`src/rtl/bwrd_ram.sv`:
```
// generic single port ram with registered read
// no dependencies
module bwrd_ram #(
  parameter int unsigned Width = 8,
  parameter int unsigned Depth = 16
) (
  input  logic                     clk_i,
  input  logic                     we_i,
  input  logic [$clog2(Depth)-1:0] addr_i,
  input  logic [Width-1:0]         wdata_i,
  output logic [Width-1:0]         rdata_o
);
  logic [Width-1:0] mem [Depth];
  always_ff @(posedge clk_i) begin
    if (we_i) mem[addr_i] <= wdata_i;
    rdata_o <= mem[addr_i];
  end
endmodule

```
`config.mk`:
```
export PLATFORM = sky130hd
export DESIGN_NAME = bwrd_ram
export DESIGN_NICKNAME = d
export VERILOG_FILES = /design/src/rtl/bwrd_ram.sv
export SDC_FILE = /design/constraint.sdc
export NUM_CORES = 1
export LEC_CHECK = 0
export BUFFER_PORTS_ARGS = -buffer_cell sky130_fd_sc_hd__buf_2
export CAP_MARGIN = 10
export CORE_MARGIN = 1.5
export CORE_UTILIZATION = 55
export DETAILED_ROUTE_END_ITERATION = 8
export PLACE_DENSITY_LB_ADDON = 0.08
export SYNTH_ARGS = -nofsm -noshare
export SYNTH_HDL_FRONTEND = slang
export SYNTH_SLANG_ARGS = --single-unit
```
`constraint.sdc`:
```
create_clock -name clk_i -period 2.3 [get_ports clk_i]
set_input_delay 0.575 -clock clk_i [delete_from_list [all_inputs] [get_ports clk_i]]
set_output_delay 0.575 -clock clk_i [all_outputs]
set_load 0.02 [all_outputs]
```
== Word-level counts from Yosys, hierarchy flattened ==
Memories as Yosys holds them, arrays and structs flattened. A register that Yosys moved wholly into a read port is not among the register bits.
Index checks and enable logic that the tools add are counted.
Storage, ports and cells
  memory bits (writable): 128
  output and inout bits: 8
  memories: 1
  bits in registers: 0
Operators by class
  multiplexer cells: 2
Memory list
  mem: depth 16, bits a word 8, read ports 1, clocked after Yosys merged registers in 1, wr ports 1, line 13  | logic [Width-1:0] mem [Depth];
Operators with widths (number)
  2-to-1 mux 1 bit: 2

== Longest topological paths before layout ==
  depth in word-level cells: 2
  mapped depth: 5
  depth with buffers taken out: 3

== Worst setup path after synthesis ==
Ideal clock, no wire load.
  path type: in2reg
  start point: input port addr_i[2]
  end point: memory mem[0][0] (enable)
  buffers on the path: 0
  data arrival time: 1685 ps
  setup slack: 232 ps
  library setup time: 383 ps
  stages on the path: 2
  data required time: 1917 ps
  path through: or3b_2 -> nor3_1
RTL lines
  from (decl): line 9  | input logic [$clog2(Depth)-1:0] addr_i,
  to (decl): line 13
Straight into the memory's write port.

== Final worst setup path ==
  start point: register rdata_o[1] (read register of mem)
  end point: output port rdata_o[1]
RTL lines
  from (decl): line 11  | output logic [Width-1:0] rdata_o
No word-level cell between the ends.

==> results.toml <==
[timing]
worst_slack_ns = 0.655
fin_crit_ns = 1.65
tightest_slew_ns = 0.640
finalSetupViolCount = 0
rsz0062_at_grt = "no"
setup_tns_ns = 0
hold_viol_final = 0
finClkSkew_ns = 0.00510
max_freq_mhz = 608
fin_crit_sh = 0.715
slew_violations = 0
slew_headroom = 0.572

[synthesis]
synthFlopType = "edfxtp_1"
ys_seq_area_frac = 0.790
synth_top_area_cell = "edfxtp_1"
async_reset_ff_frac = 0
yosysUniqueCellTypes = 18
synthCells = 230
yosysMostFrequentCell = "edfxtp_1"
netlist_top_cells_area = "edfxtp_1 76%, mux4_2 14%, dfxtp_1 3.2%, a22oi_1 2.4%, nor2_1 0.96%"
synth_top_area_frac = 0.759
yosysWarnings = 0
netlist_area_um2 = 5070
synthTopCellsByCount = "128 x edfxtp_1, 32 x mux4_2, 16 x a22oi_1, 13 x nor2_1, 9 x nand2_1"
synth_seq_cells = 136
synth.avg_cell_area_um2 = 22.0
synth_nets = 244
synth_edf_count = 128

[place]
port_buffers = 21
dpl.hpwl_um = 6090
pre_cts_ws_ns = 0.208
gp_congestion = 0.726

[floorplan]
rows = 34
die-area_um2 = 9800
core_area_um2 = 8810
start_util = 0.575
die_y_um = 99.0
fp.dieW_um = 99.0
ios = 22

[worst_setup_path]
cp_data_required_time_ns = 1.73
crit_slowest_cell = "dfxtp_1"
r2r_start = "mem[2][0]"
cp-end-kind = "output pin"
path_cells = "buf_2"
critPathLaunchType = "register"
critPathMaxFanout = 1
worst_ep_arrival_time_ns = 1.07
startpoint = "rdata_o[1]"
crit_buf_inv = 1
worst-setup-path-type = "register to output pin"
path_delay_family = "flip-flops"
critPathMaxStageDelay_ns = 0.37

[route]
first_pass_iters = 7
detail-route-antenna-nets = 0
wl_per_cell_um = 23.7
totalWireLength_um = 9700
drc = 1
vias = 2446
drt_iter0_drc = 138
detail_route.vias_per_cell = 5.98

[clocking]
cts_buffers = 17
post_cts.repair.setup_buffers = 0
post_cts_resized = 0
h-tree-depth = 4
clk_pin_slew_ns = 0.06
clock_sink_count = 136
clockBufferDepth = 2
root_buffer = "clkbuf_8"
cts_tree = "built"
cts-hold-fix-buffers = 0
insertion_delay_ns = 0.51

[power_and_ir_drop]
intPower_mw = 4.44
net-switching-power_mw = 1.19
switching_share = 0.212
power_leakage_nw = 2.06
p_per_area_nw_per_um2 = 930
combPwrFrac = 0.051
p_seq_frac = 0.495
max-vdd-ir-drop_mv = 0.507
clkPwrFrac = 0.454

[cells_and_area]
fin_nets = 302
post-route-util = 0.688
area.growth.synth_to_final_pct = 19.5
antennaDiodeCount = 0
n_fill_cell = 561
drive_gt1_frac = 0.379

[grt]
grt_first_pass_wirelength_um = 14800
grt_use_total = 0.218
grt_pass1_vias = 2573
antenna_found_initial = 0
grt_max_degree = 17
overflow = 0

[status]
violations = "DRC"
run_status = "finished, violations left"

[job]
maxCapViolations = 0

[min_path]
worstHoldStart = "wdata_i[5]"
hold_path.class = "input port to register"
[final cells by class]
| cell class | count | area [um2] | area share |
|---|---|---|---|
| clock inverters | 14 | 149 | 0.0246 |
| repair buffers | 50 | 348 | 0.0574 |
| clock buffers | 18 | 418 | 0.0690 |
| multi-input cells | 83 | 1000 | 0.166 |
| flip-flops and latches | 136 | 4000 | 0.661 |
| well taps | 108 | 135 | 0.0223 |
[metal layers]
layer,up-vias,GRT usage,wire length [um]
met5,-,0,0
met4,0,0.0824,60
met3,7,0.0482,537
met2,71,0.336,4840
met1,1288,0.311,4270
li1,1080,-,-
[final timing paths]
check,to,depth (start not counted),slack [ns]
setup / recovery,rdata_o[1],1,0.65
hold / removal,mem[2][5],1,0.45
setup reg to reg,rdata_o[0],3,0.94
hold reg to reg,rdata_o[0],3,0.67
[cell families after synthesis]
| group | Yosys count | synth area share |
|---|---|---|
| AND/OR/NAND/NOR | 35 | 0.0321 |
| flip-flops | 136 | 0.790 |
| multiplexers | 32 | 0.142 |
| buffers and inverters | 11 | 0.0119 |
| AO/OA/AOI/OAI | 16 | 0.0237 |
[state kept, by name, summed over array words and instances (netlist names)]
signal and cells:
mem 128, rdata_o 8
[placed cells by master, fill, tap and decap left out]
| cell type | instances |
|---|---|
| nand2b_1 | 2 |
| clkbuf_1 | 1 |
| buf_4 | 27 |
| clkinvlp_4 | 1 |
| nand2_1 | 9 |
| buf_2 | 21 |
| nor2_1 | 13 |
| clkinv_4 | 4 |
| a22oi_1 | 16 |
| clkinv_2 | 4 |
| inv_6 | 3 |
| mux4_2 | 32 |
| edfxtp_1 | 128 |
| clkbuf_8 | 1 |
| clkbuf_16 | 16 |
| buf_12 | 2 |
| nand3_1 | 1 |
| dfxtp_1 | 8 |
| and2_1 | 1 |
| nor2b_1 | 2 |
| bufinv_16 | 2 |
| or3b_2 | 1 |
| nand3b_1 | 2 |
| nor3_1 | 4 |
[worst register-to-register path: stages (launching register included)]
cell and delay, ns:
edfxtp_1 0.37, mux4_2 0.47, a22oi_1 0.32, nand2_1 0.08
[metrics by stage]
stage          instance area, um2  cells  power [mW]  hold WS, ns
2_1_floorplan                5070    230        3.00        0.635
3_3_place_gp                 5490    377        3.12        0.650
3_5_place_dp                 5490    377        3.13        0.660
4_1_cts                      6060    409        5.68        0.425
5_1_grt                      6060    409        5.79        0.446
6_report                     6060    409        5.63        0.446
[power by group through the flow]
| stage | clock (mW) | sequential, mW | combinational, mW |
|---|---|---|---|
| floorplan | 0 | 2.86 | 0.143 |
| global placement | 0 | 2.84 | 0.285 |
| detailed placement | 0 | 2.84 | 0.289 |
| CTS | 2.60 | 2.79 | 0.292 |
| global route | 2.69 | 2.79 | 0.309 |
| finish | 2.56 | 2.79 | 0.287 |
Power figures use the tool's default switching activity.
