`config.mk`:
```
export PLATFORM = sky130hd
export DESIGN_NAME = bwrd_div
export DESIGN_NICKNAME = d
export VERILOG_FILES = /design/src/rtl/bwrd_pkg.sv /design/src/rtl/bwrd_div.sv
export SDC_FILE = /design/constraint.sdc
export NUM_CORES = 1
export LEC_CHECK = 0
export BUFFER_PORTS_ARGS = -buffer_cell sky130_fd_sc_hd__buf_4
export CAP_MARGIN = 10
export CORE_UTILIZATION = 58
export DETAILED_ROUTE_END_ITERATION = 8
export PLACE_DENSITY_LB_ADDON = 0.05
export SYNTH_ARGS = -nofsm -noshare
export SYNTH_HDL_FRONTEND = slang
export SYNTH_SLANG_ARGS = --single-unit
```
`constraint.sdc`:
```
create_clock -name clk_i -period 3.5 [get_ports clk_i]
set_input_delay 0.35 -clock clk_i [delete_from_list [all_inputs] [get_ports clk_i]]
set_output_delay 0.35 -clock clk_i [all_outputs]
set_load 0.01 [all_outputs]
```
`src/rtl/bwrd_pkg.sv`:
```
// shared types and constants for the band width regime detector
// no dependencies
package bwrd_pkg;
  localparam int unsigned MaxWindowDef = 64;
  localparam int unsigned PriceBitsDef = 24;
  localparam int unsigned RegBits      = 2;
  localparam logic [6:0]  WinLenReset  = 7'd20;
  localparam logic [15:0] ConfReset    = 16'd3;
  localparam logic [31:0] ThrReset     = 32'd262144;

  typedef enum logic [1:0] {
    REG_WINLEN = 2'd0,
    REG_CONFIRM = 2'd1,
    REG_THRESH = 2'd2
  } cfg_idx_e;

  typedef enum logic [1:0] {
    RG_WAIT = 2'd0,
    RG_CONS = 2'd1,
    RG_TREND = 2'd2
  } regime_e;

  typedef enum logic [3:0] {
    ST_IDLE, ST_READ, ST_UPD, ST_MUL1, ST_MUL2, ST_VDIV, ST_SQRT,
    ST_MDIV, ST_BAND, ST_WDIV, ST_DEC, ST_OUT
  } state_e;

  // request to the shared divider
  typedef struct packed {
    logic        start;
    logic [63:0] num;
    logic [63:0] den;
  } div_req_t;

  typedef struct packed {
    logic        done;
    logic [63:0] quo;
  } div_rsp_t;
endpackage

```
`src/rtl/bwrd_div.sv`:
```
// shared restoring divider, one quotient bit per cycle, 64 bit
// depends on bwrd_pkg
module bwrd_div (
  input  logic              clk_i,
  input  logic              rst_ni,
  input  bwrd_pkg::div_req_t req_i,
  output bwrd_pkg::div_rsp_t rsp_o
);
  import bwrd_pkg::*;
  logic [63:0] rem_q, rem_d, quo_q, quo_d, den_q, den_d;
  logic [6:0]  cnt_q, cnt_d;
  logic        busy_q, busy_d;
  logic [64:0] trial;
  logic [63:0] shr;

  always_comb begin
    rem_d = rem_q; quo_d = quo_q; den_d = den_q; cnt_d = cnt_q; busy_d = busy_q;
    shr   = {rem_q[62:0], quo_q[63]};
    trial = {1'b0, shr} - {1'b0, den_q};
    rsp_o.done = 1'b0;
    rsp_o.quo  = quo_q;
    if (req_i.start) begin
      rem_d = '0; quo_d = req_i.num; den_d = req_i.den; cnt_d = 7'd64; busy_d = 1'b1;
    end else if (busy_q) begin
      if (rem_q[63] == 1'b0 && !trial[64]) begin
        rem_d = trial[63:0]; quo_d = {quo_q[62:0], 1'b1};
      end else if (rem_q[63]) begin
        rem_d = shr - den_q; quo_d = {quo_q[62:0], 1'b1};
      end else begin
        rem_d = shr; quo_d = {quo_q[62:0], 1'b0};
      end
      cnt_d = cnt_q - 7'd1;
      if (cnt_q == 7'd1) busy_d = 1'b0;
    end else begin
      rsp_o.done = 1'b0;
    end
    if (busy_q && cnt_q == 7'd1) rsp_o.done = 1'b1;
    if (busy_q && cnt_q == 7'd1) rsp_o.quo = quo_d;
  end

  always_ff @(posedge clk_i or negedge rst_ni) begin
    if (!rst_ni) begin
      busy_q <= 1'b0; cnt_q <= '0;
    end else begin
      busy_q <= busy_d; cnt_q <= cnt_d;
    end
  end
  always_ff @(posedge clk_i) begin
    rem_q <= rem_d; quo_q <= quo_d; den_q <= den_d;
  end
endmodule

```
## Word-level counts from Yosys, hierarchy flattened

Index checks and enable logic that the tools add are counted.

| storage, ports and cells | value |
|---|---|
| flip-flop bits (word level) | 200 |
| input bits | 131 |

| operators by class | value |
|---|---|
| add/sub/neg operators | 3 |
| eq/ne operators | 1 |
| multiplexer cells | 13 |
| bitwise gates (word level) | 1 |
| reductions and logical operators | 4 |

Operator list:

| operator | count |
|---|---|
| $mux 64 | 5 |
| $sub 64x64->65 | 1 |
| $sub 64x64->64 | 1 |
| $mux 7 | 2 |
| $eq 7x1->1 const B | 1 |
| $sub 7x1->7 const B | 1 |
| $mux 1 | 6 |
| $logic_and 1x1->1 | 2 |
| $reduce_bool 2->1 | 1 |
| $logic_not 1->1 | 1 |
| $not 1->1 | 1 |

## Logic depth before layout (Yosys ltp)

Gate-level depths: netlist (run 1).

| depth | value |
|---|---|
| word-level depth | 7 |
| gate-level depth with buffers | 15 |
| depth with buffers taken out | 13 |

## Worst setup path after synthesis (run 1)

No wires, ideal clock.

| timing path | value |
|---|---|
| path kind | register -> output |
| from | register quo_q[63] |
| to | output rsp_o[0] (netlist name) |
| arrival time | 2.697 ns |
| required time | 3.150 ns |
| setup slack | 0.453 ns |
| stages on the path, launching flop included | 15 |
| buffers on the path | 1 |
| cells stage by stage | dfxtp_1 > inv_1 > ha_1 > fa_1 > nand2b_1 > a21oi_1 > o21ai_2 > a21oi_2 > o31a_4 > o221ai_2 > a31oi_4 > nor2_4 > buf_6 > o21ai_0 > mux2_2 |

RTL lines:

| element | RTL line | text |
|---|---|---|
| start, declared | bwrd_div.sv:10 | `logic [63:0] rem_q, rem_d, quo_q, quo_d, den_q, den_d;` |
| start signal, assigned | bwrd_div.sv:49 | `rem_q <= rem_d; quo_q <= quo_d; den_q <= den_d;` |
| end, declared | bwrd_div.sv:7 | `output bwrd_pkg::div_rsp_t rsp_o` |

==> results of run 1 <==
[state kept, by name (all words and copies together), names as in the netlist]
register,count
cnt_q,7
quo_q,64
den_q,64
rem_q,64
busy_q,1
[timing repair]
action | CTS | global route
pin swaps | 10 | 15
hold buffers | 1 | 0
hold endpoints to repair | 8 | 0
buffers inserted | 7 | 5
resized for setup | 14 | 47
setup endpoints to repair | 1 | 2
[cells in the mapped netlist (14+ instances only)]
| cell type | instances | area share (%) |
|---|---|---|
| sky130_fd_sc_hd__nand2_1 | 232 | 6.7 |
| sky130_fd_sc_hd__dfxtp_1 | 128 | 20 |
| sky130_fd_sc_hd__o21ai_0 | 115 | 4.4 |
| sky130_fd_sc_hd__nor2_1 | 107 | 3.1 |
| sky130_fd_sc_hd__a21oi_1 | 101 | 3.9 |
| sky130_fd_sc_hd__inv_1 | 88 | 2.5 |
| sky130_fd_sc_hd__mux2i_1 | 69 | 5.3 |
| sky130_fd_sc_hd__ha_1 | 66 | 6.3 |
| sky130_fd_sc_hd__mux2_2 | 65 | 5.6 |
| sky130_fd_sc_hd__edfxtp_1 | 64 | 15 |
| sky130_fd_sc_hd__clkbuf_1 | 54 | 1.6 |
| sky130_fd_sc_hd__xnor2_1 | 32 | 2.1 |
| sky130_fd_sc_hd__a311oi_1 | 22 | 1.5 |
| sky130_fd_sc_hd__a311oi_2 | 22 | 2.5 |
| sky130_fd_sc_hd__nand4_1 | 22 | 1.1 |
| sky130_fd_sc_hd__o21a_1 | 19 | 1.1 |
| sky130_fd_sc_hd__a21o_1 | 18 | 1.0 |
| sky130_fd_sc_hd__buf_2 | 17 | 0.65 |
| sky130_fd_sc_hd__nor3_1 | 17 | 0.65 |
| sky130_fd_sc_hd__nand3_1 | 15 | 0.58 |
| sky130_fd_sc_hd__o21bai_1 | 15 | 0.86 |
| sky130_fd_sc_hd__nor2b_1 | 14 | 0.67 |
| sky130_fd_sc_hd__o211ai_1 | 14 | 0.81 |
[worst max-delay path: stages (launching register included)]
cell	delay, ns
sky130_fd_sc_hd__dfxtp_1	0.41
sky130_fd_sc_hd__ha_4	0.24
sky130_fd_sc_hd__o211ai_1	0.28
sky130_fd_sc_hd__a21oi_4	0.06
sky130_fd_sc_hd__o21ai_2	0.17
sky130_fd_sc_hd__a21oi_2	0.09
sky130_fd_sc_hd__o31a_4	0.31
sky130_fd_sc_hd__o221ai_4	0.25
sky130_fd_sc_hd__a31oi_4	0.14
sky130_fd_sc_hd__nor2_4	0.13
sky130_fd_sc_hd__o21ai_2	0.08
sky130_fd_sc_hd__mux2_4	0.30
sky130_fd_sc_hd__buf_6	0.13
[path summary, 6_finish.rpt]
| kind | end | cells after the start | slack [ns] | from |
|---|---|---|---|---|
| setup / recovery | rsp_o[0] | 12 | 0.11 | rem_q[2] |
| hold / removal | den_q[53] | 1 | 0.06 | req_i[53] |
| setup reg to reg | rem_q[63] | 13 | 0.13 | den_q[1] |
| hold reg to reg | rem_q[21] | 2 | 0.50 | rem_q[21] |
| max in group asynchronous | busy_q | 2 | 3.06 | rst_ni |
| min in group asynchronous | cnt_q[5] | 2 | 0.30 | rst_ni |
[area by class of cell]
| type | count | area share, % |
|---|---|---|
| flip-flops and latches | 200 | 29.8 |
| repair buffers | 233 | 11.6 |
| well taps | 280 | 2.23 |
| diodes | 1 | 0.0159 |
| multi-input cells | 1132 | 50.3 |
| inverters | 90 | 2.15 |
| clock inverters | 14 | 1.10 |
| clock buffers | 18 | 2.79 |
[cell families (layout without fill, tap and decap cells)]
| group | Yosys count | after routing | synth area share [%] |
|---|---|---|---|
| AOI/OAI and AO/OA | 418 | 418 | 21.8 |
| xor gates and xnor gates | 45 | 45 | 3.02 |
| adders and majority gates | 67 | 67 | 6.48 |
| buffers and inverters | 179 | 355 | 5.76 |
| DFF | 200 | 200 | 35.9 |
| muxes | 134 | 134 | 10.9 |
| other | 0 | 1 | 0 |
| and+or+nand+nor | 468 | 468 | 16.1 |
[metrics by stage]
stage	setup slack (ns)	setup TNS, ns
after floorplan	0.453	0
after global placement	0.191	0
after detailed placement	0.0648	0
after CTS	0.000501	0
after global routing	-0.0150	-0.0171
final	0.111	0
[routing by layer]
| metal | vias to the layer above | GRT usage, % |
|---|---|---|
| met5 | - | 0 |
| li1 | 5763 | - |
| met1 | 5478 | 37.9 |
| met4 | 0 | 8.50 |
| met3 | 53 | 7.36 |
| met2 | 417 | 47.4 |
[power by group]
group / total, µW / internal, µW / switching [µW]
clock network: 2060 / 994 / 1060
registers: 3290 / 2880 / 416
logic: 5590 / 2440 / 3160
==> metrics.log, run 1 <==
[metrics] clock sinks: 200
[metrics] Bufs on Longest Clock Path: 2
[metrics] die area: 23100 µm²
[metrics] most common cell after layout, fill and taps aside: sky130_fd_sc_hd__nand2_1
[metrics] top routing layer in use: met4
[metrics] vias: 11711
[metrics] worst-case headroom to the max-slew limit: 31.7%
[metrics] met1 layer wirelength in the final routing: 15.3 mm
[metrics] weighted congestion reported at the end of routability-driven placement: 0.965
[metrics] final worst path period need: 3.39 ns
[metrics] total half-perimeter wirelength after legalization and detailed placement: 24.2 mm
[metrics] Core Box Area: 22000 µm²
[metrics] post-layout power: 10900 µW
[metrics] met2 wire len: 15.8 mm
[metrics] Avg Cell Area, Syn: 8.64 µm²
[metrics] latest clock arrival within the worst-skew pair: 0.46 ns
[metrics] area occupied by multi-input gates: 7930 µm²
[metrics] initial antenna violation count: 1
[metrics] clock skew: 0.0177 ns
[metrics] most frequent cells in the layout: sky130_fd_sc_hd__nand2_1, sky130_fd_sc_hd__buf_4, sky130_fd_sc_hd__dfxtp_1
[metrics] worst-case vdd ir drop: 355 µV
[metrics] met3 WL: 2.63 mm
[metrics] reported leakage power: 0.00702 µW
[metrics] failing checks: design-rule violations
[metrics] post-route fraction of the period consumed by the critical path: 96.8%
[metrics] post-synth design cell area: 13100 µm²
[metrics] antenna viol nets, final: 0
[metrics] via count of the first global-routing pass: 11000
[metrics] Max Transition Viols Final: 0
[metrics] max_cap viols: 0
[metrics] Rows: 54
[metrics] Die X-Extent: 152 µm
[metrics] worst min-delay path class: in -> reg
[metrics] number of fill cells: 1745
[metrics] Power Density: 695 nW/µm²
[metrics] Via-to-Cell Ratio: 5.95
[metrics] clock-pin transition on the worst setup and hold timing paths: 0.09 ns
[metrics] number of standard cells after synthesis: 1511
[metrics] number of enable flip-flop cells after synthesis: 64
[metrics] Port-buffer cells: 195
[metrics] clock buffers created by TritonCTS: 17
[metrics] Startpoint Class: register
[metrics] sequential cell area fraction in the yosys report: 35.9%
[metrics] Avg WL per Cell: 17.5 µm
[metrics] total area of sequential cells: 4690 µm²
[metrics] maximum frequency from static timing analysis: 295 MHz
[metrics] starting density of the core: 59.4%
[metrics] total global routing overflow: 0
[metrics] Die H: 152 µm
[metrics] number of ports placed on the die boundary: 196
[metrics] critical path endpoint category: primary output
[metrics] maximum net fanout on the critical path: 4
[metrics] final hold violation count: 0
[metrics] signal arrival time at the worst endpoint: 3.04 ns
[metrics] synthesis-to-layout area growth: 20.6%
[metrics] aggregate global-route resource usage: 29.0%
[metrics] Post-Layout Cell Count: 1968
[metrics] CP required: 3.15 ns
[metrics] ratio of cells with drive above 1 in the final layout: 25.1%
[metrics] Critical Setup Path Class: reg -> out
[metrics] net total in the final layout: 1872
[metrics] CTS tree: built
[metrics] top_reg_cell synth: sky130_fd_sc_hd__dfxtp_1
[metrics] routed wire length: 34.4 mm
[metrics] fraction of registers with async set/reset: 4.00%
[metrics] H-tree Lvls: 4
[metrics] post-route DRC violation count: 20
[metrics] total number of yosys warnings: 0
[metrics] number of synthesized register bits: 200
[metrics] post-synth cell types: 85
[metrics] slew of the pin with the lowest slew margin: 1.02 ns
[metrics] CTS Root Cell: sky130_fd_sc_hd__clkbuf_16
[metrics] Synthesized Nets: 1709
[metrics] Placement Cell Area: 14700 µm²
[metrics] final setup violation count: 0
[metrics] Min Hold Slack: 0.0622 ns
[metrics] largest net degree at the start of global routing: 185
[metrics] global-route wire length before repair: 54.9 mm
[metrics] outcome: finished with violations
[metrics] core occupancy in the finished layout: 71.7%
[metrics] cell area after layout: 15700 µm²
[metrics] placed instance count: 1922
[metrics] 1st-iter DRT viols: 880
[metrics] count of TritonRoute iterations in the first routing pass: 8
Power figures use the tool's default switching activity.
==> run 2: changes to the inputs <==
--- a/config.mk
+++ b/config.mk
@@ -10,6 +10,7 @@
 export CORE_UTILIZATION = 58
 export DETAILED_ROUTE_END_ITERATION = 8
 export PLACE_DENSITY_LB_ADDON = 0.05
+export SETUP_SLACK_MARGIN = 0.5
 export SYNTH_ARGS = -nofsm -noshare
 export SYNTH_HDL_FRONTEND = slang
 export SYNTH_SLANG_ARGS = --single-unit
==> run 2 against run 1 <==
The run still ends with design-rule violations left. Final cell count rose by 1.8%. Design area is 5.7% higher. Clock skew is 0.0016 ns lower. Clock power hardly changed. Hold slack better by 0.0066 ns. Sequential share of layout area down 1.6 points. Worst setup slack better by 0.011 ns. Register-to-register slack better by 0.02 ns. Critical endpoint unchanged. Highest routed layer unchanged.
==> metrics.log, run 2 (synthesis results as in run 1) <==
[metrics] net switching power: 5050 µW (was 4640 µW)
[metrics] maximum frequency from static timing analysis: 296 MHz (was 295 MHz)
[metrics] most frequent cells in the layout: sky130_fd_sc_hd__buf_4, sky130_fd_sc_hd__nand2_1, sky130_fd_sc_hd__dfxtp_1 (was sky130_fd_sc_hd__nand2_1, sky130_fd_sc_hd__buf_4, sky130_fd_sc_hd__dfxtp_1)
[metrics] post-route fraction of the period consumed by the critical path: 96.5% (was 96.8%)
[metrics] post-route DRC violation count: 4 (was 20)
[metrics] Critical Setup Path Class: reg -> out (unchanged)
[metrics] Core Box Area: 22000 µm² (unchanged)
[metrics] worst setup path startpoint: den_q[3] (was rem_q[2])
[metrics] routed wire length: 37.0 mm (was 34.4 mm)
[metrics] Switching Fraction: 41.9% (was 42.4%)
[metrics] r2r worst-path depth: 17 (was 13)
[metrics] cell-internal power: 7020 µW (was 6310 µW)
[metrics] setup repair after global routing missed its margin: yes
[metrics] aggregate global-route resource usage: 30.5% (was 29.0%)
[metrics] FF-to-FF End: rem_q[58] (was rem_q[63])
[metrics] largest net degree at the start of global routing: 185 (unchanged)
[metrics] signal arrival time at the worst endpoint: 3.03 ns (was 3.04 ns)
[metrics] total half-perimeter wirelength after legalization and detailed placement: 24.8 mm (was 24.2 mm)
[metrics] Max Transition Viols Final: 0 (unchanged)
[metrics] failing checks: design-rule violations (unchanged)
[metrics] Avg WL per Cell: 18.5 µm (was 17.5 µm)
[metrics] post-layout power: 12100 µW (was 10900 µW)
[metrics] Power Density: 725 nW/µm² (was 695 nW/µm²)
[metrics] latest clock arrival within the worst-skew pair: 0.45 ns (was 0.46 ns)
[metrics] worst-case headroom to the max-slew limit: 32.8% (was 31.7%)
[metrics] clock sinks: 200 (unchanged)
[metrics] Via-to-Cell Ratio: 5.99 (was 5.95)
[metrics] synthesis-to-layout area growth: 27.5% (was 20.6%)
[metrics] H-tree Lvls: 4 (unchanged)
[metrics] total global routing overflow: 0 (unchanged)
[metrics] critical path endpoint category: primary output (unchanged)
[metrics] Die H: 152 µm (unchanged)
[metrics] setup slack, reg-to-reg: 0.15 ns (was 0.13 ns)
[metrics] Ant. Diodes: 0 (was 1)
[metrics] Clock power frac: 17.2% (was 18.8%)
[metrics] combinational group share of total power: 55.4% (was 51.1%)
[metrics] vias: 12013 (was 11711)
[metrics] count of TritonRoute iterations in the first routing pass: 8 (unchanged)
[metrics] final setup violation count: 0 (unchanged)
[metrics] global-route wire length before repair: 57.3 mm (was 54.9 mm)
[metrics] net total in the final layout: 1909 (was 1872)
[metrics] Port-buffer cells: 195 (unchanged)
[metrics] placed instance count: 1923 (was 1922)
[metrics] number of ports placed on the die boundary: 196 (unchanged)
[metrics] CTS tree: built (unchanged)
[metrics] reported leakage power: 0.00732 µW (was 0.00702 µW)
[metrics] max_cap viols: 0 (unchanged)
[metrics] 1st-iter DRT viols: 774 (was 880)
[metrics] via count of the first global-routing pass: 11330 (was 11000)
[metrics] number of fill cells: 1676 (was 1745)
[metrics] ratio of cells with drive above 1 in the final layout: 30.0% (was 25.1%)
[metrics] Bufs on Longest Clock Path: 2 (unchanged)
[metrics] CP required: 3.15 ns (about the same)
[metrics] slew of the pin with the lowest slew margin: 1.01 ns (was 1.02 ns)
[metrics] die area: 23100 µm² (unchanged)
[metrics] starting density of the core: 59.4% (unchanged)
[metrics] clock skew: 0.0161 ns (was 0.0177 ns)
[metrics] most common cell after layout, fill and taps aside: sky130_fd_sc_hd__buf_4 (was sky130_fd_sc_hd__nand2_1)
[metrics] initial antenna violation count: 0 (was 1)
[metrics] Die X-Extent: 152 µm (unchanged)
[metrics] antenna viol nets, final: 0 (unchanged)
[metrics] clock buffers created by TritonCTS: 17 (unchanged)
[metrics] outcome: finished with violations (unchanged)
[metrics] maximum net fanout on the critical path: 4 (unchanged)
[metrics] final hold violation count: 0 (unchanged)
[metrics] sum of negative setup slack: 0 ns (unchanged)
[metrics] Startpoint Class: register (unchanged)
[metrics] Sequential Power Share: 27.4% (was 30.1%)
[metrics] final worst path period need: 3.38 ns (was 3.39 ns)
[metrics] CTS Root Cell: sky130_fd_sc_hd__clkbuf_16 (unchanged)
[metrics] clock-pin transition on the worst setup and hold timing paths: 0.09 ns (about the same)
[metrics] weighted congestion reported at the end of routability-driven placement: 1.02 (was 0.965)
[metrics] worst min-delay path class: in -> reg (unchanged)
[metrics] leading registers by flop count: den_q x64, quo_q x64, rem_q x64 (unchanged)
[metrics] Post-Layout Cell Count: 2004 (was 1968)
[metrics] Rows: 54 (unchanged)
[metrics] endpoint of the most critical setup path: rsp_o[0] (unchanged)
[metrics] worst-case vdd ir drop: 304 µV (was 355 µV)
[metrics] launch instance of the worst register-to-register path: den_q[0] (was den_q[1])
[run 2: metal layers]
layer | wire [µm] | share of wire, % | GRT usage (%)
met1 | 16000 | 43 | 40.2
met2 | 17100 | 46 | 49.6
met3 | 2840 | 7.7 | 6.53
met4 | 1030 | 2.8 | 10.2
met5 | 0 | 0 | 0
[run 2: layout make-up]
cell class / count / area [µm²] / share of cell area [%]
well taps: 280 / 350 / 2.11
multi-input cells: 1132 / 8320 / 50.0
clock inverters: 12 / 146 / 0.880
repair buffers: 270 / 2310 / 13.9
flip-flops and latches: 200 / 4690 / 28.2
inverters: 90 / 339 / 2.04
clock buffers: 20 / 479 / 2.88
[run 2: critical path, stage by stage (launching register included)]
cell                       delay, ns
sky130_fd_sc_hd__edfxtp_1       0.38
sky130_fd_sc_hd__inv_2          0.09
sky130_fd_sc_hd__ha_4           0.20
sky130_fd_sc_hd__o211ai_1       0.27
sky130_fd_sc_hd__a21oi_4        0.06
sky130_fd_sc_hd__o21ai_2        0.19
sky130_fd_sc_hd__a21oi_2        0.08
sky130_fd_sc_hd__o31a_4         0.31
sky130_fd_sc_hd__o221ai_4       0.22
sky130_fd_sc_hd__a31oi_4        0.14
sky130_fd_sc_hd__nor2_4         0.15
sky130_fd_sc_hd__o21ai_2        0.07
sky130_fd_sc_hd__mux2_4         0.30
sky130_fd_sc_hd__buf_6          0.13
[run 2: power by group through the flow]
| stage | registers, µW | clock network, µW | logic (µW) |
|---|---|---|---|
| 6_report | 3310 | 2070 | 6680 |
| 4_1_cts | 3260 | 2090 | 5840 |
| 5_1_grt | 3370 | 2170 | 7190 |
| 3_5_place_dp | 3280 | 0 | 5160 |
| 2_1_floorplan | 3170 | 0 | 3890 |
| 3_3_place_gp | 3270 | 0 | 5110 |
[run 2: worst min path at each step]
stage / to / start / cells past startpoint
after floorplan: busy_q / rst_ni / 0
after global placement: cnt_q[4] / rst_ni / 1
after detailed placement: cnt_q[4] / rst_ni / 1
after CTS: den_q[7] / req_i[7] / 1
after global routing: den_q[55] / req_i[55] / 1
final: den_q[7] / req_i[7] / 1
[run 2: through the flow]
stage	setup WS, ns	util (%)	hold WS, ns	cell area [µm²]
6_report	0.122	75.8	0.0688	16600
5_1_grt	0.0205	75.8	0.0577	16600
4_1_cts	0.0666	72.5	0.0587	15900
3_5_place_dp	0.172	67.0	0.174	14700
3_3_place_gp	0.195	67.0	0.174	14700
2_1_floorplan	0.516	-	0.0544	13100
[run 2: repair_timing]
item                                   in CTS  in global routing
hold buffers                                1                  0
setup buffers                              18                 23
setup endpoints to repair                  99                129
resized for setup                          69                100
endpoints found under the hold margin       8                  0
cloned                                      4                  3
pin swaps                                  25                 57
==> run 3: changes to the inputs <==
--- a/config.mk
+++ b/config.mk
@@ -7,10 +7,11 @@
 export LEC_CHECK = 0
 export BUFFER_PORTS_ARGS = -buffer_cell sky130_fd_sc_hd__buf_4
 export CAP_MARGIN = 10
-export CORE_UTILIZATION = 58
+export CORE_UTILIZATION = 35
 export DETAILED_ROUTE_END_ITERATION = 8
 export PLACE_DENSITY_LB_ADDON = 0.05
 export SETUP_SLACK_MARGIN = 0.5
+export SLEW_MARGIN = 10
 export SYNTH_ARGS = -nofsm -noshare
 export SYNTH_HDL_FRONTEND = slang
 export SYNTH_SLANG_ARGS = --single-unit
==> constraint.sdc (replaced) <==
create_clock -name clk_i -period 3.5 [get_ports clk_i]
set_input_delay 0.875 -clock clk_i [delete_from_list [all_inputs] [get_ports clk_i]]
set_output_delay 0.875 -clock clk_i [all_outputs]
set_load 0.01 [all_outputs]
==> run 3 against run 2 <==
The flow finishes with violations (negative setup slack). First-iteration DRC count fell by 11%. Design area rose by 4.9%. Final cell count rose by 12%. Hold slack improved by 0.15 ns. Clock skew fell by 0.0014 ns. Count of clock-buffer cells in the layout fell by 2. Critical path depth did not move. Combinational power fell by 0.7%. Maximum frequency fell by 13%. Global-route usage fell by 9.0 points. Non-clock buffer count rose by 48. Register-to-register slack barely moved. Critical path type unchanged. Highest routed layer is now met5.
==> metrics.log, run 3 (synthesis results as in run 1) <==
[metrics] outcome: finished with violations (unchanged)
[metrics] failing checks: negative setup slack (was design-rule violations)
[metrics] ordered list of cells on the worst path: inv_2 > ha_4 > o211ai_1 > a21oi_4 > o21ai_2 > a21oi_2 > o31a_4 > o221ai_4 > a31oi_4 > nor2_4 > o21ai_1 > mux2_4 > buf_6 (was inv_2 > ha_4 > o211ai_1 > a21oi_4 > o21ai_2 > a21oi_2 > o31a_4 > o221ai_4 > a31oi_4 > nor2_4 > o21ai_2 > mux2_4 > buf_6)
[metrics] combinational group share of total power: 54.8% (was 55.4%)
[metrics] 1st-iter DRT viols: 689 (was 774)
[metrics] reported leakage power: 0.00804 µW (was 0.00732 µW)
[metrics] Min Hold Slack: 0.218 ns (was 0.0688 ns)
[metrics] Port-buffer cells: 195 (unchanged)
[metrics] clock buffers created by TritonCTS: 17 (unchanged)
[metrics] r2r worst-path depth: 16 (was 17)
[metrics] cell-internal power: 7150 µW (was 7020 µW)
[metrics] latest clock arrival within the worst-skew pair: 0.46 ns (was 0.45 ns)
[metrics] clock-pin transition on the worst setup and hold timing paths: 0.08 ns (was 0.09 ns)
[metrics] Bufs on Longest Clock Path: 2 (unchanged)
[metrics] number of ports placed on the die boundary: 196 (unchanged)
[metrics] hold bufs inserted after CTS: 0 (was 1)
[metrics] worst-case vdd ir drop: 359 µV (was 304 µV)
[metrics] cell area after layout: 17500 µm² (was 16600 µm²)
[metrics] Via-to-Cell Ratio: 5.27 (was 5.99)
[metrics] slew of the pin with the lowest slew margin: 1.13 ns (was 1.01 ns)
[metrics] most common cell after layout, fill and taps aside: sky130_fd_sc_hd__nand2_1 (was sky130_fd_sc_hd__buf_4)
[metrics] maximum net fanout on the critical path: 2 (was 4)
[metrics] placed instance count: 2169 (was 1923)
[metrics] core occupancy in the finished layout: 47.7% (was 75.8%)
[metrics] final setup violation count: 1 (was 0)
[metrics] Switching Fraction: 40.9% (was 41.9%)
[metrics] Die X-Extent: 195 µm (was 152 µm)
[metrics] max_cap viols: 0 (unchanged)
[metrics] launch instance of the worst register-to-register path: den_q[0] (unchanged)
[metrics] starting density of the core: 35.6% (was 59.4%)
[metrics] maximum frequency from static timing analysis: 258 MHz (was 296 MHz)
[metrics] vias: 11813 (was 12013)
[metrics] Power Density: 693 nW/µm² (was 725 nW/µm²)
[metrics] Sequential Power Share: 26.9% (was 27.4%)
[metrics] critical path endpoint category: primary output (unchanged)
[metrics] Placement Cell Area: 15500 µm² (was 14700 µm²)
[metrics] weighted congestion reported at the end of routability-driven placement: 0.934 (was 1.02)
[metrics] H-tree Lvls: 4 (unchanged)
[metrics] Core Box Area: 36600 µm² (was 22000 µm²)
[metrics] global-route wire length before repair: 64.1 mm (was 57.3 mm)
[metrics] cell type group with the largest total delay on the critical path: compound AO/OA/AOI/OAI gates (unchanged)
[metrics] Ant. Diodes: 0 (unchanged)
[metrics] post-route DRC violation count: 0 (was 4)
[metrics] final worst path period need: 3.88 ns (was 3.38 ns)
[metrics] net total in the final layout: 1958 (was 1909)
[metrics] worst min-delay path class: in -> async (was in -> reg)
[metrics] die area: 38100 µm² (was 23100 µm²)
[metrics] CTS tree: built (unchanged)
[metrics] most frequent cells in the layout: sky130_fd_sc_hd__nand2_1, sky130_fd_sc_hd__buf_4, sky130_fd_sc_hd__dfxtp_1 (was sky130_fd_sc_hd__buf_4, sky130_fd_sc_hd__nand2_1, sky130_fd_sc_hd__dfxtp_1)
[metrics] Clock power frac: 18.3% (was 17.2%)
[metrics] routed wire length: 41.3 mm (was 37.0 mm)
[metrics] signal arrival time at the worst endpoint: 3.00 ns (was 3.03 ns)
[metrics] critical path's largest stage delay: 0.39 ns (was 0.38 ns)
[metrics] Avg WL per Cell: 18.4 µm (was 18.5 µm)
[metrics] Startpoint Class: register (unchanged)
[metrics] initial antenna violation count: 2 (was 0)
[metrics] leading registers by flop count: den_q x64, quo_q x64, rem_q x64 (unchanged)
[metrics] Final WS setup: -0.378 ns (was 0.122 ns)
[metrics] via count of the first global-routing pass: 11716 (was 11330)
[metrics] largest net degree at the start of global routing: 98 (was 185)
[metrics] setup slack, reg-to-reg: 0.14 ns (was 0.15 ns)
[metrics] ratio of cells with drive above 1 in the final layout: 29.3% (was 30.0%)
[metrics] CP required: 2.62 ns (was 3.15 ns)
[metrics] total half-perimeter wirelength after legalization and detailed placement: 28.5 mm (was 24.8 mm)
[metrics] worst path bufs/invs: 2 (unchanged)
[metrics] FF-to-FF End: rem_q[42] (was rem_q[58])
[metrics] worst-case headroom to the max-slew limit: 24.6% (was 32.8%)
[metrics] total global routing overflow: 0 (unchanged)
[metrics] CTS Root Cell: sky130_fd_sc_hd__clkbuf_16 (unchanged)
[metrics] net switching power: 4940 µW (was 5050 µW)
[metrics] Critical Setup Path Class: reg -> out (unchanged)
[metrics] cell at the slowest stage of the critical path: sky130_fd_sc_hd__edfxtp_1 (unchanged)
[metrics] count of TritonRoute iterations in the first routing pass: 5 (was 8)
[metrics] clock skew: 0.0147 ns (was 0.0161 ns)
[metrics] Rows: 70 (was 54)
[metrics] Die H: 195 µm (was 152 µm)
[metrics] Max Transition Viols Final: 0 (unchanged)
[metrics] antenna viol nets, final: 0 (unchanged)
[metrics] synthesis-to-layout area growth: 33.8% (was 27.5%)
[metrics] setup repair after global routing missed its margin: yes (unchanged)
[metrics] aggregate global-route resource usage: 21.4% (was 30.5%)
[metrics] clock sinks: 200 (unchanged)
[metrics] post-layout power: 12100 µW (about the same)
[metrics] final hold violation count: 0 (unchanged)
[metrics] post-route fraction of the period consumed by the critical path: 111% (was 96.5%)
[metrics] Post-Layout Cell Count: 2241 (was 2004)
==> run 3: changes by cell type in the layout (fill, tap and decap cells not counted), sizes merged, moves of 2 or more <==
| cell | before | now |
|---|---|---|
| buf | 265 | 314 |
| bufbuf | 0 | 2 |
| inv | 94 | 96 |
| bufinv | 0 | 3 |
| clkbuf | 24 | 20 |
| clkinv | 7 | 5 |
==> run 3: how the worst max path moves through the flow <==
stage,start,cells past startpoint,end
3_5_place_dp,den_q[0],13,rsp_o[0]
4_1_cts,den_q[0],13,rsp_o[0]
2_1_floorplan,quo_q[63],14,rsp_o[0]
5_1_grt,den_q[0],13,rsp_o[0]
3_3_place_gp,den_q[5],13,rsp_o[0]
6_report,den_q[3],13,rsp_o[0]
==> run 3: what timing repair did <==
item / CTS / global route
buffers inserted: 21 / 7
endpoints found under the setup margin: 128 / 130
pin swaps: 25 / 16
gates resized for setup: 131 / 76
cloned: 8 / 4
==> run 3: cell type report <==
cell class	instances	area (µm²)
clock buffer	18	439
clock inverter	14	208
fill	3615	19100
inverter	90	340
multi-input combinational	1133	8190
sequential	200	4690
tap	468	586
timing repair buffer	318	3010
==> run 3: worst reg2reg max path, cell delays in order, from the launching register on <==
cell                       delay [ns]
sky130_fd_sc_hd__edfxtp_1        0.38
sky130_fd_sc_hd__ha_2            0.20
sky130_fd_sc_hd__fa_2            0.34
sky130_fd_sc_hd__nand2b_4        0.16
sky130_fd_sc_hd__a21oi_4         0.17
sky130_fd_sc_hd__o21ai_2         0.09
sky130_fd_sc_hd__buf_4           0.14
sky130_fd_sc_hd__buf_6           0.11
sky130_fd_sc_hd__a211oi_4        0.28
sky130_fd_sc_hd__nor4_4          0.05
sky130_fd_sc_hd__buf_4           0.16
sky130_fd_sc_hd__buf_6           0.13
sky130_fd_sc_hd__a21oi_4         0.17
sky130_fd_sc_hd__o21bai_4        0.10
sky130_fd_sc_hd__nor4b_2         0.18
sky130_fd_sc_hd__or4_4           0.52
sky130_fd_sc_hd__o21ai_1         0.09
==> run 3: metal layers <==
layer / part of all wire (%) / global-route usage [%]
met2: 45 / 34.3
met3: 6.1 / 6.55
met1: 47 / 28.1
met5: 0.082 / 0
met4: 1.6 / 5.25
==> run 3: metrics by stage <==
| stage | setup TNS (ns) | worst slack (ns) |
|---|---|---|
| after global placement | 0 | 0.0510 |
| after CTS | -0.442 | -0.442 |
| after floorplan | 0 | 0.137 |
| after global routing | -0.532 | -0.532 |
| after detailed placement | 0 | 0.0124 |
| final | -0.378 | -0.378 |
==> run 3: power by group through the flow <==
stage               Sequential, µW  Clock, µW  Combinational, µW
floorplan                     3180          0               3920
global placement              3270          0               5650
detailed placement            3270          0               5640
CTS                           3240       2270               6450
global route                  3320       2360               7230
finish                        3250       2220               6630
